--- src/rtl/stl_pkg.sv ---
`timescale 1ns / 1ps
// Shared types, constants and character classes for the source token lexer.
package stl_pkg;

    localparam int MAX_TOKEN  = 16;
    localparam int LEN_W      = $clog2(MAX_TOKEN + 1);
    localparam int ADDR_W     = $clog2(MAX_TOKEN);
    localparam int QDEPTH     = 4;
    localparam int QPTR_W     = $clog2(QDEPTH);
    localparam int QCNT_W     = $clog2(QDEPTH + 1);
    localparam int NUM_KW     = 8;
    localparam int KW_MAXLEN  = 5;
    localparam int KW_IDX_W   = $clog2(KW_MAXLEN);

    localparam logic [3:0] K_IDENT    = 4'd0;
    localparam logic [3:0] K_NUMBER   = 4'd1;
    localparam logic [3:0] K_KEYWORD0 = 4'd2;
    localparam logic [3:0] K_DELIM    = 4'd10;
    localparam logic [3:0] K_ERROR    = 4'd11;

    localparam logic [7:0] CH_SLASH = 8'h2F;
    localparam logic [7:0] CH_STAR  = 8'h2A;
    localparam logic [7:0] CH_EQ    = 8'h3D;

    // Keyword spellings, zero padded (zero never matches a letter).
    localparam logic [7:0] KW_TEXT [NUM_KW][KW_MAXLEN] = '{
        '{8'h69, 8'h66, 8'h00, 8'h00, 8'h00},  // if
        '{8'h65, 8'h6C, 8'h73, 8'h65, 8'h00},  // else
        '{8'h66, 8'h6F, 8'h72, 8'h00, 8'h00},  // for
        '{8'h77, 8'h68, 8'h69, 8'h6C, 8'h65},  // while
        '{8'h64, 8'h6F, 8'h00, 8'h00, 8'h00},  // do
        '{8'h69, 8'h6E, 8'h74, 8'h00, 8'h00},  // int
        '{8'h72, 8'h65, 8'h61, 8'h64, 8'h00},  // read
        '{8'h77, 8'h72, 8'h69, 8'h74, 8'h65}   // write
    };
    localparam logic [2:0] KW_LEN [NUM_KW] = '{3'd2, 3'd4, 3'd3, 3'd5, 3'd2, 3'd3, 3'd4, 3'd5};

    typedef enum logic [2:0] {
        M_IDLE,
        M_IDENT,
        M_NUMBER,
        M_DOUBLE,
        M_SLASH,
        M_COMMENT,
        M_STAR
    } scan_mode_t;

    typedef enum logic [1:0] {
        B_IDLE,
        B_READ,
        B_SEND
    } back_state_t;

    typedef enum logic [1:0] {
        OP_NONE,
        OP_APPEND,
        OP_EMIT,
        OP_FLUSH
    } op_code_t;

    typedef struct packed {
        op_code_t   code;
        logic [3:0] kind;
        logic [7:0] ch;
        logic       last;
    } op_t;

    // One queue entry carries the work of one source byte: at most two ops.
    typedef struct packed {
        op_t op0;
        op_t op1;
    } entry_t;

    function automatic logic is_letter(input logic [7:0] c);
        return (c >= 8'h61 && c <= 8'h7A) || (c >= 8'h41 && c <= 8'h5A);
    endfunction

    function automatic logic is_digit(input logic [7:0] c);
        return c >= 8'h30 && c <= 8'h39;
    endfunction

    function automatic logic is_single(input logic [7:0] c);
        return c == 8'h2B || c == 8'h2D || c == 8'h2A || c == 8'h28 || c == 8'h29 ||
               c == 8'h7B || c == 8'h7D || c == 8'h3B || c == 8'h2C || c == 8'h3A;
    endfunction

    function automatic logic is_double_head(input logic [7:0] c);
        return c == 8'h3E || c == 8'h3C || c == 8'h3D || c == 8'h21;
    endfunction

    function automatic logic is_space(input logic [7:0] c);
        return c == 8'h20 || c == 8'h09 || c == 8'h0A;
    endfunction

endpackage

--- src/rtl/stl_front.sv ---
`timescale 1ns / 1ps
// Front end: scans input bytes and turns each into up to two token ops.
module stl_front (
    input  logic            clk,
    input  logic            rst_n,
    input  logic            accept,
    input  logic [7:0]      char_code,
    input  logic            end_of_input,
    output logic            push,
    output stl_pkg::entry_t push_entry
);
    import stl_pkg::*;

    scan_mode_t mode_reg, mode_next;
    logic [7:0] held_reg, held_next;
    op_t        op0, op1;
    op_t        flush_op, st_op;
    scan_mode_t st_mode;
    logic       do_start;

    // What a byte does when scanned from idle.
    always_comb
    begin
        st_op   = '{code: OP_NONE, kind: K_DELIM, ch: char_code, last: 1'b1};
        st_mode = M_IDLE;
        if (is_space(char_code))
        begin
            st_mode = M_IDLE;
        end
        else if (is_letter(char_code))
        begin
            st_op.code = OP_APPEND;
            st_mode    = M_IDENT;
        end
        else if (is_digit(char_code))
        begin
            st_op.code = OP_APPEND;
            st_mode    = M_NUMBER;
        end
        else if (is_single(char_code))
        begin
            st_op.code = OP_EMIT;
        end
        else if (is_double_head(char_code))
        begin
            st_mode = M_DOUBLE;
        end
        else if (char_code == CH_SLASH)
        begin
            st_mode = M_SLASH;
        end
        else
        begin
            st_op.code = OP_EMIT;
            st_op.kind = K_ERROR;
        end
    end

    // Op that closes the pending token of the current mode.
    always_comb
    begin
        flush_op = '{code: OP_NONE, kind: K_DELIM, ch: held_reg, last: 1'b1};
        case (mode_reg)
            M_IDENT:
            begin
                flush_op.code = OP_FLUSH;
                flush_op.kind = K_IDENT;
            end
            M_NUMBER:
            begin
                flush_op.code = OP_FLUSH;
                flush_op.kind = K_NUMBER;
            end
            M_DOUBLE:  flush_op.code = OP_EMIT;
            M_SLASH:
            begin
                flush_op.code = OP_EMIT;
                flush_op.ch   = CH_SLASH;
            end
            default:   flush_op.code = OP_NONE;
        endcase
    end

    always_comb
    begin
        op0       = '{code: OP_NONE, kind: K_DELIM, ch: char_code, last: 1'b1};
        op1       = '{code: OP_NONE, kind: K_DELIM, ch: char_code, last: 1'b1};
        mode_next = mode_reg;
        held_next = held_reg;
        do_start  = 1'b0;
        if (end_of_input)
        begin
            op0       = flush_op;
            mode_next = M_IDLE;
            held_next = 8'h00;
        end
        else
        begin
            case (mode_reg)
                M_IDENT:
                begin
                    if (is_letter(char_code) || is_digit(char_code))
                    begin
                        op0.code = OP_APPEND;
                    end
                    else
                    begin
                        op0      = flush_op;
                        do_start = 1'b1;
                    end
                end
                M_NUMBER:
                begin
                    if (is_digit(char_code))
                    begin
                        op0.code = OP_APPEND;
                    end
                    else
                    begin
                        op0      = flush_op;
                        do_start = 1'b1;
                    end
                end
                M_DOUBLE:
                begin
                    if (char_code == CH_EQ)
                    begin
                        op0       = '{code: OP_EMIT, kind: K_DELIM, ch: held_reg, last: 1'b0};
                        op1       = '{code: OP_EMIT, kind: K_DELIM, ch: CH_EQ, last: 1'b1};
                        mode_next = M_IDLE;
                        held_next = 8'h00;
                    end
                    else
                    begin
                        op0      = flush_op;
                        do_start = 1'b1;
                    end
                end
                M_SLASH:
                begin
                    if (char_code == CH_STAR)
                    begin
                        mode_next = M_COMMENT;
                    end
                    else
                    begin
                        op0      = flush_op;
                        do_start = 1'b1;
                    end
                end
                M_COMMENT:
                begin
                    if (char_code == CH_STAR)
                    begin
                        mode_next = M_STAR;
                    end
                end
                M_STAR:
                begin
                    if (char_code == CH_SLASH)
                    begin
                        mode_next = M_IDLE;
                    end
                    else if (char_code != CH_STAR)
                    begin
                        mode_next = M_COMMENT;
                    end
                end
                default: do_start = 1'b1;
            endcase
            if (do_start)
            begin
                mode_next = st_mode;
                held_next = (st_mode == M_DOUBLE) ? char_code : 8'h00;
                if (op0.code == OP_NONE)
                begin
                    op0 = st_op;
                end
                else
                begin
                    op1 = st_op;
                end
            end
        end
    end

    assign push       = accept && (op0.code != OP_NONE);
    assign push_entry = '{op0: op0, op1: op1};

    always_ff @(posedge clk or negedge rst_n)
    begin
        if (!rst_n)
        begin
            mode_reg <= M_IDLE;
            held_reg <= 8'h00;
        end
        else if (accept)
        begin
            mode_reg <= mode_next;
            held_reg <= held_next;
        end
    end

endmodule

--- src/rtl/stl_fifo.sv ---
`timescale 1ns / 1ps
// Short op queue between the scanner and the token emitter.
module stl_fifo (
    input  logic            clk,
    input  logic            rst_n,
    input  logic            push,
    input  stl_pkg::entry_t push_entry,
    input  logic            pop,
    output logic            full,
    output logic            not_empty,
    output stl_pkg::entry_t head
);
    import stl_pkg::*;

    entry_t              slot_reg [QDEPTH];
    logic [QPTR_W-1:0]   wr_ptr_reg, rd_ptr_reg;
    logic [QCNT_W-1:0]   count_reg, count_next;

    assign full      = (count_reg == QCNT_W'(QDEPTH));
    assign not_empty = (count_reg != '0);
    assign head      = slot_reg[rd_ptr_reg];

    always_comb
    begin
        count_next = count_reg;
        if (push && !pop)
        begin
            count_next = count_reg + QCNT_W'(1);
        end
        else if (pop && !push)
        begin
            count_next = count_reg - QCNT_W'(1);
        end
    end

    always_ff @(posedge clk)
    begin
        if (push)
        begin
            slot_reg[wr_ptr_reg] <= push_entry;
        end
    end

    always_ff @(posedge clk or negedge rst_n)
    begin
        if (!rst_n)
        begin
            wr_ptr_reg <= '0;
            rd_ptr_reg <= '0;
            count_reg  <= '0;
        end
        else
        begin
            if (push)
            begin
                wr_ptr_reg <= wr_ptr_reg + QPTR_W'(1);
            end
            if (pop)
            begin
                rd_ptr_reg <= rd_ptr_reg + QPTR_W'(1);
            end
            count_reg <= count_next;
        end
    end

endmodule

--- src/rtl/stl_back.sv ---
`timescale 1ns / 1ps
// Back end: holds the token text, resolves keywords and sends token characters.
module stl_back (
    input  logic            clk,
    input  logic            rst_n,
    input  logic            q_valid,
    input  stl_pkg::entry_t head,
    output logic            pop,
    output logic            out_valid,
    input  logic            out_ready,
    output logic [3:0]      token_kind,
    output logic [7:0]      text_char,
    output logic            last_char,
    output logic            text_truncated
);
    import stl_pkg::*;

    back_state_t        state_reg, state_next;
    logic               sel_reg, sel_next;
    logic [LEN_W-1:0]   len_reg, len_next;
    logic               ovf_reg, ovf_next;
    logic [NUM_KW-1:0]  hit_reg, hit_next, hit_upd;
    logic [ADDR_W-1:0]  idx_reg, idx_next;
    logic [3:0]         kind_reg, kind_next, flush_kind;
    logic [7:0]         rd_data_reg;
    logic [7:0]         tok_mem [MAX_TOKEN];

    logic               out_valid_reg, out_valid_next;
    logic [3:0]         out_kind_reg, out_kind_next;
    logic [7:0]         out_char_reg, out_char_next;
    logic               out_last_reg, out_last_next;
    logic               out_trunc_reg, out_trunc_next;

    logic               out_free, out_load, send_last, wr_en;
    op_t                cur_op;

    assign out_free  = !out_valid_reg || out_ready;
    assign cur_op    = sel_reg ? head.op1 : head.op0;
    assign send_last = (LEN_W'(idx_reg) + LEN_W'(1)) == len_reg;

    // Running keyword match, one text position per appended character.
    always_comb
    begin
        for (int k = 0; k < NUM_KW; k++)
        begin
            hit_upd[k] = hit_reg[k] && (len_reg < LEN_W'(KW_MAXLEN)) &&
                         (KW_TEXT[k][len_reg[KW_IDX_W-1:0]] == cur_op.ch);
        end
    end

    always_comb
    begin
        flush_kind = cur_op.kind;
        if (cur_op.kind == K_IDENT && !ovf_reg)
        begin
            for (int k = 0; k < NUM_KW; k++)
            begin
                if (hit_reg[k] && len_reg == LEN_W'(KW_LEN[k]))
                begin
                    flush_kind = K_KEYWORD0 + 4'(k);
                end
            end
        end
    end

    // Next state
    always_comb
    begin
        state_next = state_reg;
        case (state_reg)
            B_IDLE:
            begin
                if (q_valid && cur_op.code == OP_FLUSH)
                begin
                    state_next = B_READ;
                end
            end
            B_READ: state_next = B_SEND;
            B_SEND:
            begin
                if (out_free)
                begin
                    state_next = send_last ? B_IDLE : B_READ;
                end
            end
            default: state_next = B_IDLE;
        endcase
    end

    // Datapath and outputs
    always_comb
    begin
        sel_next       = sel_reg;
        len_next       = len_reg;
        ovf_next       = ovf_reg;
        hit_next       = hit_reg;
        idx_next       = idx_reg;
        kind_next      = kind_reg;
        pop            = 1'b0;
        wr_en          = 1'b0;
        out_load       = 1'b0;
        out_kind_next  = out_kind_reg;
        out_char_next  = out_char_reg;
        out_last_next  = out_last_reg;
        out_trunc_next = out_trunc_reg;
        case (state_reg)
            B_IDLE:
            begin
                if (q_valid && (cur_op.code != OP_EMIT || out_free))
                begin
                    case (cur_op.code)
                        OP_APPEND:
                        begin
                            if (len_reg < LEN_W'(MAX_TOKEN))
                            begin
                                wr_en    = 1'b1;
                                len_next = len_reg + LEN_W'(1);
                                hit_next = hit_upd;
                            end
                            else
                            begin
                                ovf_next = 1'b1;
                            end
                        end
                        OP_EMIT:
                        begin
                            out_load       = 1'b1;
                            out_kind_next  = cur_op.kind;
                            out_char_next  = cur_op.ch;
                            out_last_next  = cur_op.last;
                            out_trunc_next = 1'b0;
                        end
                        OP_FLUSH:
                        begin
                            kind_next = flush_kind;
                            idx_next  = '0;
                        end
                        default: ;
                    endcase
                    if (!sel_reg && head.op1.code != OP_NONE)
                    begin
                        sel_next = 1'b1;
                    end
                    else
                    begin
                        sel_next = 1'b0;
                        pop      = 1'b1;
                    end
                end
            end
            B_SEND:
            begin
                if (out_free)
                begin
                    out_load       = 1'b1;
                    out_kind_next  = kind_reg;
                    out_char_next  = rd_data_reg;
                    out_last_next  = send_last;
                    out_trunc_next = ovf_reg;
                    if (send_last)
                    begin
                        len_next = '0;
                        ovf_next = 1'b0;
                        hit_next = '1;
                    end
                    else
                    begin
                        idx_next = idx_reg + ADDR_W'(1);
                    end
                end
            end
            default: ;
        endcase
        if (out_load)
        begin
            out_valid_next = 1'b1;
        end
        else if (out_ready)
        begin
            out_valid_next = 1'b0;
        end
        else
        begin
            out_valid_next = out_valid_reg;
        end
    end

    always_ff @(posedge clk)
    begin
        if (wr_en)
        begin
            tok_mem[len_reg[ADDR_W-1:0]] <= cur_op.ch;
        end
        rd_data_reg <= tok_mem[idx_reg];
    end

    always_ff @(posedge clk or negedge rst_n)
    begin
        if (!rst_n)
        begin
            state_reg     <= B_IDLE;
            sel_reg       <= 1'b0;
            len_reg       <= '0;
            ovf_reg       <= 1'b0;
            hit_reg       <= '1;
            idx_reg       <= '0;
            kind_reg      <= K_IDENT;
            out_valid_reg <= 1'b0;
        end
        else
        begin
            state_reg     <= state_next;
            sel_reg       <= sel_next;
            len_reg       <= len_next;
            ovf_reg       <= ovf_next;
            hit_reg       <= hit_next;
            idx_reg       <= idx_next;
            kind_reg      <= kind_next;
            out_valid_reg <= out_valid_next;
        end
    end

    always_ff @(posedge clk)
    begin
        out_kind_reg  <= out_kind_next;
        out_char_reg  <= out_char_next;
        out_last_reg  <= out_last_next;
        out_trunc_reg <= out_trunc_next;
    end

    assign out_valid      = out_valid_reg;
    assign token_kind     = out_kind_reg;
    assign text_char      = out_char_reg;
    assign last_char      = out_last_reg;
    assign text_truncated = out_trunc_reg;

endmodule

--- src/rtl/source_token_lexer.sv ---
`timescale 1ns / 1ps
// Source token lexer: top level joining scanner, op queue and token emitter.
//
// Bytes enter at one per cycle while the four-entry op queue has room; the
// scanner turns each byte into at most two ops (append, emit a character,
// flush the buffered token). The emitter retires an append or single emit
// directly from the queue head and sends a buffered identifier or number
// one character at a time, each through a token memory read and then an
// output load; the flush op itself is handled before sending starts, and no
// further op is taken until the token is sent. Tokens keep their first 16
// characters and are flagged when longer. The output register lets a new
// character be loaded in the cycle the previous one is taken.
module source_token_lexer (
    input  logic        clk,
    input  logic        rst_n,
    input  logic        in_valid,
    output logic        in_ready,
    input  logic [7:0]  char_code,
    input  logic        end_of_input,
    output logic        out_valid,
    input  logic        out_ready,
    output logic [3:0]  token_kind,
    output logic [7:0]  text_char,
    output logic        last_char,
    output logic        text_truncated
);
    import stl_pkg::*;

    logic   q_push, q_pop, q_full, q_valid;
    entry_t q_in, q_head;

    assign in_ready = !q_full;

    stl_front u_front (
        .clk          (clk),
        .rst_n        (rst_n),
        .accept       (in_valid && in_ready),
        .char_code    (char_code),
        .end_of_input (end_of_input),
        .push         (q_push),
        .push_entry   (q_in)
    );

    stl_fifo u_fifo (
        .clk        (clk),
        .rst_n      (rst_n),
        .push       (q_push),
        .push_entry (q_in),
        .pop        (q_pop),
        .full       (q_full),
        .not_empty  (q_valid),
        .head       (q_head)
    );

    stl_back u_back (
        .clk            (clk),
        .rst_n          (rst_n),
        .q_valid        (q_valid),
        .head           (q_head),
        .pop            (q_pop),
        .out_valid      (out_valid),
        .out_ready      (out_ready),
        .token_kind     (token_kind),
        .text_char      (text_char),
        .last_char      (last_char),
        .text_truncated (text_truncated)
    );

    a_no_overflow: assert property (@(posedge clk) disable iff (!rst_n)
        q_push |-> !q_full)
        else $error("op queue written while full");

    a_pop_nonempty: assert property (@(posedge clk) disable iff (!rst_n)
        q_pop |-> q_valid)
        else $error("op queue popped while empty");

    a_trunc_kind: assert property (@(posedge clk) disable iff (!rst_n)
        (out_valid && text_truncated) |-> (token_kind == K_IDENT || token_kind == K_NUMBER))
        else $error("truncation flag on a non ident/number token");

    a_error_single: assert property (@(posedge clk) disable iff (!rst_n)
        (out_valid && token_kind == K_ERROR) |-> last_char)
        else $error("error token longer than one character");

endmodule
--- config.mk ---
export PLATFORM = sky130hd
export DESIGN_NAME = source_token_lexer
export DESIGN_NICKNAME = d
export VERILOG_FILES = /design/src/rtl/stl_pkg.sv /design/src/rtl/stl_front.sv /design/src/rtl/stl_fifo.sv /design/src/rtl/stl_back.sv /design/src/rtl/source_token_lexer.sv
export SDC_FILE = /design/constraint.sdc
export NUM_CORES = 1
export LEC_CHECK = 0
export BUFFER_PORTS_ARGS = -buffer_cell sky130_fd_sc_hd__buf_2
export CORE_MARGIN = 2
export CORE_UTILIZATION = 65
export CTS_CLUSTER_DIAMETER = 100
export DETAILED_ROUTE_END_ITERATION = 10
export PLACE_DENSITY_LB_ADDON = 0.08
export SLEW_MARGIN = 10
export SYNTH_ARGS = -nofsm -noshare
export SYNTH_HDL_FRONTEND = slang
export SYNTH_SLANG_ARGS = --single-unit
--- constraint.sdc ---
create_clock -name clk -period 6.37 [get_ports clk]
set_input_delay 1.274 -clock clk [delete_from_list [all_inputs] [get_ports clk]]
set_output_delay 1.274 -clock clk [all_outputs]
set_load 0.05 [all_outputs]
==> impl_metrics.csv <==
group,metric,value,unit
setup_path,path_class,"input port to flop",
setup_path,ff2ff_path_depth,7,
setup_path,cp-startpoint,"char_code[1]",
grt,grt_pass1_vias,8073,
final_layout,fin_util,72.1,%
floorplanning,fp.dieW,147,microns
placed_design,place_congestion,0.924,
logic_synthesis,synth_common_cells,"edfxtp_1 (238), nand2_1 (71), nor2_1 (66)",
pwr,ir_worst_vdd,0.287,mV
drt,post-route-drc-count,0,
clocking,clock-root-buffer,"clkbuf_16",
grt,antenna_found_initial,0,
setup_path,cp_max_fo,17,
setup_path,endpoint,"u_fifo.count_reg[2]",
logic_synthesis,synthFlopType,"edfxtp_1",
final_layout,largest_reg_flops,128,
setup_path,path_buf_inv,2,
sta,slew_headroom,19.6,%
floorplanning,placementRows,52,
clocking,insertion_delay,560,ps
sta,hold_violations,0,
sta,worst_slew_pin_slew,1200,ps
setup_path,cp_top_family,"compound AO/OA/AOI/OAI gates",
logic_synthesis,syn-num-nets,948,
setup_path,r2r_setup_slack,2360,ps
setup_path,reg2reg_from,"u_fifo.rd_ptr_reg[1]",
clocking,cts_hold_buf,0,
final_layout,stdcell_area,14500,sq um
floorplanning,die_h,147,microns
logic_synthesis,ys_async_sr_fraction,15.2,%
floorplanning,dieArea,21500,sq um
clocking,numCtsBuffers,29,
drt,ant_nets,0,
logic_synthesis,synth_top_area_share,54.0,%
final_layout,multiInputGateArea,4460,sq um
sta,finalCriticalPeriod,4250,ps
pwr,leakage,5.00,nW
job,drv_cap,0,
setup_path,cp-start-kind,"input port",
final_layout,fin_nets,961,
final_layout,n_fill_cell,1275,
logic_synthesis,yosysMostFrequentCell,"edfxtp_1",
logic_synthesis,synth_cell_type_count,79,
setup_path,cp_slowest_cell,"or4_4",
grt,grt_pass1_wl,46700,microns
drt,via_count,8040,
placed_design,place_area,13600,sq um
setup_path,path_cells,"buf_2 -> or4_4 -> o221a_4 -> a2111o_1 -> a211o_1 -> o211a_4 -> nor2_1 -> ha_1 -> inv_1 -> fa_1 -> xor2_1 -> nor2_1 -> xor2_1",
drt,drt_iter0_markers,855,
drt,routedWlPerCell,24.4,microns
clocking,clk_path_buf_depth,3,
pwr,power.density,507,nW/um^2
clocking,clkSinkCount,290,
sta,max_freq,0.235,GHz
sta,hold_slack,478,ps
sta,drv_slew,0,
setup_path,required,6840,ps
pwr,finalPower,7.35,mW
logic_synthesis,synthCells,922,
logic_synthesis,synthTopCellsByArea,"edfxtp_1 (54%), mux4_2 (9.4%), dfrtp_1 (6.8%)",
grt,grt_max_degree,45,
logic_synthesis,synth_seq_cells,290,
floorplanning,coreArea,20100,sq um
clocking,path_clk_slew,60,ps
placed_design,io_buffers,28,
sta,min_period_over_period,66.8,%
sta,setup_viol,0,
clocking,h-tree-depth,1,
grt,grt_usage,28.5,%
drt,vias_per_cell,6.55,
floorplanning,ios,29,
clocking,cts_setup_buffers,0,
status,status,"complete, no violations",
setup_path,end_kind,"flop",
setup_path,max_stage_delay,580,ps
floorplanning,initial_core_util,65.8,%
logic_synthesis,yosys.area.top_type,"edfxtp_1",
setup_path,cp.depth,13,
sta,finalClockSkew,30.9,ps
logic_synthesis,syn_area,13200,sq um
final_layout,drive_above_1_share,18.3,%
setup_path,cp_data_arrival_time,4720,ps
clocking,post_cts_resized,0,
drt,drt-total-wl,29900,microns
sta,setup_tns,0,ps
drt,dr.pass1.iters,6,
sta,rsz0062_at_grt,"false",
final_layout,seqCellArea,8420,sq um
setup_path,r2r_end,"u_back.tok_mem[10][0]",
final_layout,diodes,0,
clocking,cts_tree,"done",
logic_synthesis,synth.avg_cell_area,14.4,sq um
grt,overflow,0,
logic_synthesis,ys_seq_area_share,63.6,%
final_layout,syn_to_final_growth,9.50,%
worst_hold_path,hp-class,"flop to flop",
placed_design,dp_hpwl,19600,microns
logic_synthesis,synth-edff-count,238,
logic_synthesis,synth_warnings,0,
power breakdown:
group	leakage (nW)	internal (mW)	total, mW	switching (mW)
Clock	0.444	0.938	1.63	0.692
Sequential	2.76	2.67	2.88	0.212
Combinational	1.80	0.978	2.83	1.85
Total	5.00	4.59	7.35	2.76
metrics by stage:
step                setup WS [ps]  std cells
floorplan                    1850        922
global placement             1680       1174
detailed placement           1590       1174
CTS                          2170       1227
global route                 1930       1227
finish                       2120       1227
cells in the final DEF (no fill, tap or decap), types with 6 or more instances in the layout:
cell type,Yosys,final
buf_4,0,14
nor3_1,19,18
a21oi_1,35,35
nand3_1,15,15
mux4_2,55,55
o2111ai_1,6,6
and2_1,10,10
mux2i_1,32,32
a22o_1,12,12
clkbuf_16,0,29
o21ai_0,27,27
nor2_1,66,66
clkinv_1,2,6
nand2_1,71,71
ha_1,12,12
o211ai_1,9,9
nor4b_1,6,6
xnor2_1,22,22
buf_2,3,28
a22oi_1,7,7
edfxtp_1,238,238
a31oi_1,8,8
dfstp_2,8,8
and3_1,9,9
inv_1,30,30
clkbuf_1,49,11
o31ai_1,6,6
dfxtp_1,8,8
dfrtp_1,36,33
nor2b_1,8,8
cell families (layout without fill, tap and decap cells):
kind of cell | Yosys count | count (layout) | synth area share (%)
adders and majority gates | 13 | 13 | 1.29
and+or+nand+nor | 247 | 247 | 9.56
AOI/OAI and AO/OA | 159 | 159 | 8.50
xor gates and xnor gates | 27 | 27 | 1.79
muxes | 93 | 93 | 12.3
buffers and inverters | 93 | 128 | 2.95
DFF | 290 | 290 | 63.6
worst reg2reg max path, stage by stage (launching register included):
cell and delay (ps):
dfrtp_2 350, buf_4 520, mux2i_1 330, mux4_2 350
nand2_1 110, nor3_1 760, nand2_1 390, nor2_1 830
metal layers:
metal  up-vias  global-route usage, %  share of wire (%)
met4         0                   10.7                3.7
met5         -                      0                  0
met2       355                   48.8                 51
met1      4030                   38.1                 39
met3        66                   3.79                6.1
li1       3589                      -                  -
layout make-up:
| type | count | share of cell area [%] |
|---|---|---|
| repair buffers | 42 | 1.69 |
| flip-flops and latches | 290 | 58.1 |
| well taps | 270 | 2.33 |
| inverters | 33 | 0.855 |
| clock buffers | 41 | 5.39 |
| clock inverters | 12 | 0.872 |
| multi-input cells | 539 | 30.8 |
worst min path at each step:
| stage | start | to | cells past startpoint |
|---|---|---|---|
| 2_1_floorplan | u_back.kind_reg[2] | u_back.kind_reg[2] | 2 |
| 3_3_place_gp | u_front.held_reg[5] | u_front.held_reg[5] | 1 |
| 3_5_place_dp | u_front.held_reg[5] | u_front.held_reg[5] | 1 |
| 4_1_cts | u_front.held_reg[5] | u_front.held_reg[5] | 1 |
| 5_1_grt | u_back.kind_reg[2] | u_back.kind_reg[2] | 2 |
| 6_report | u_front.held_reg[5] | u_front.held_reg[5] | 1 |
Power figures use the tool's default switching activity.
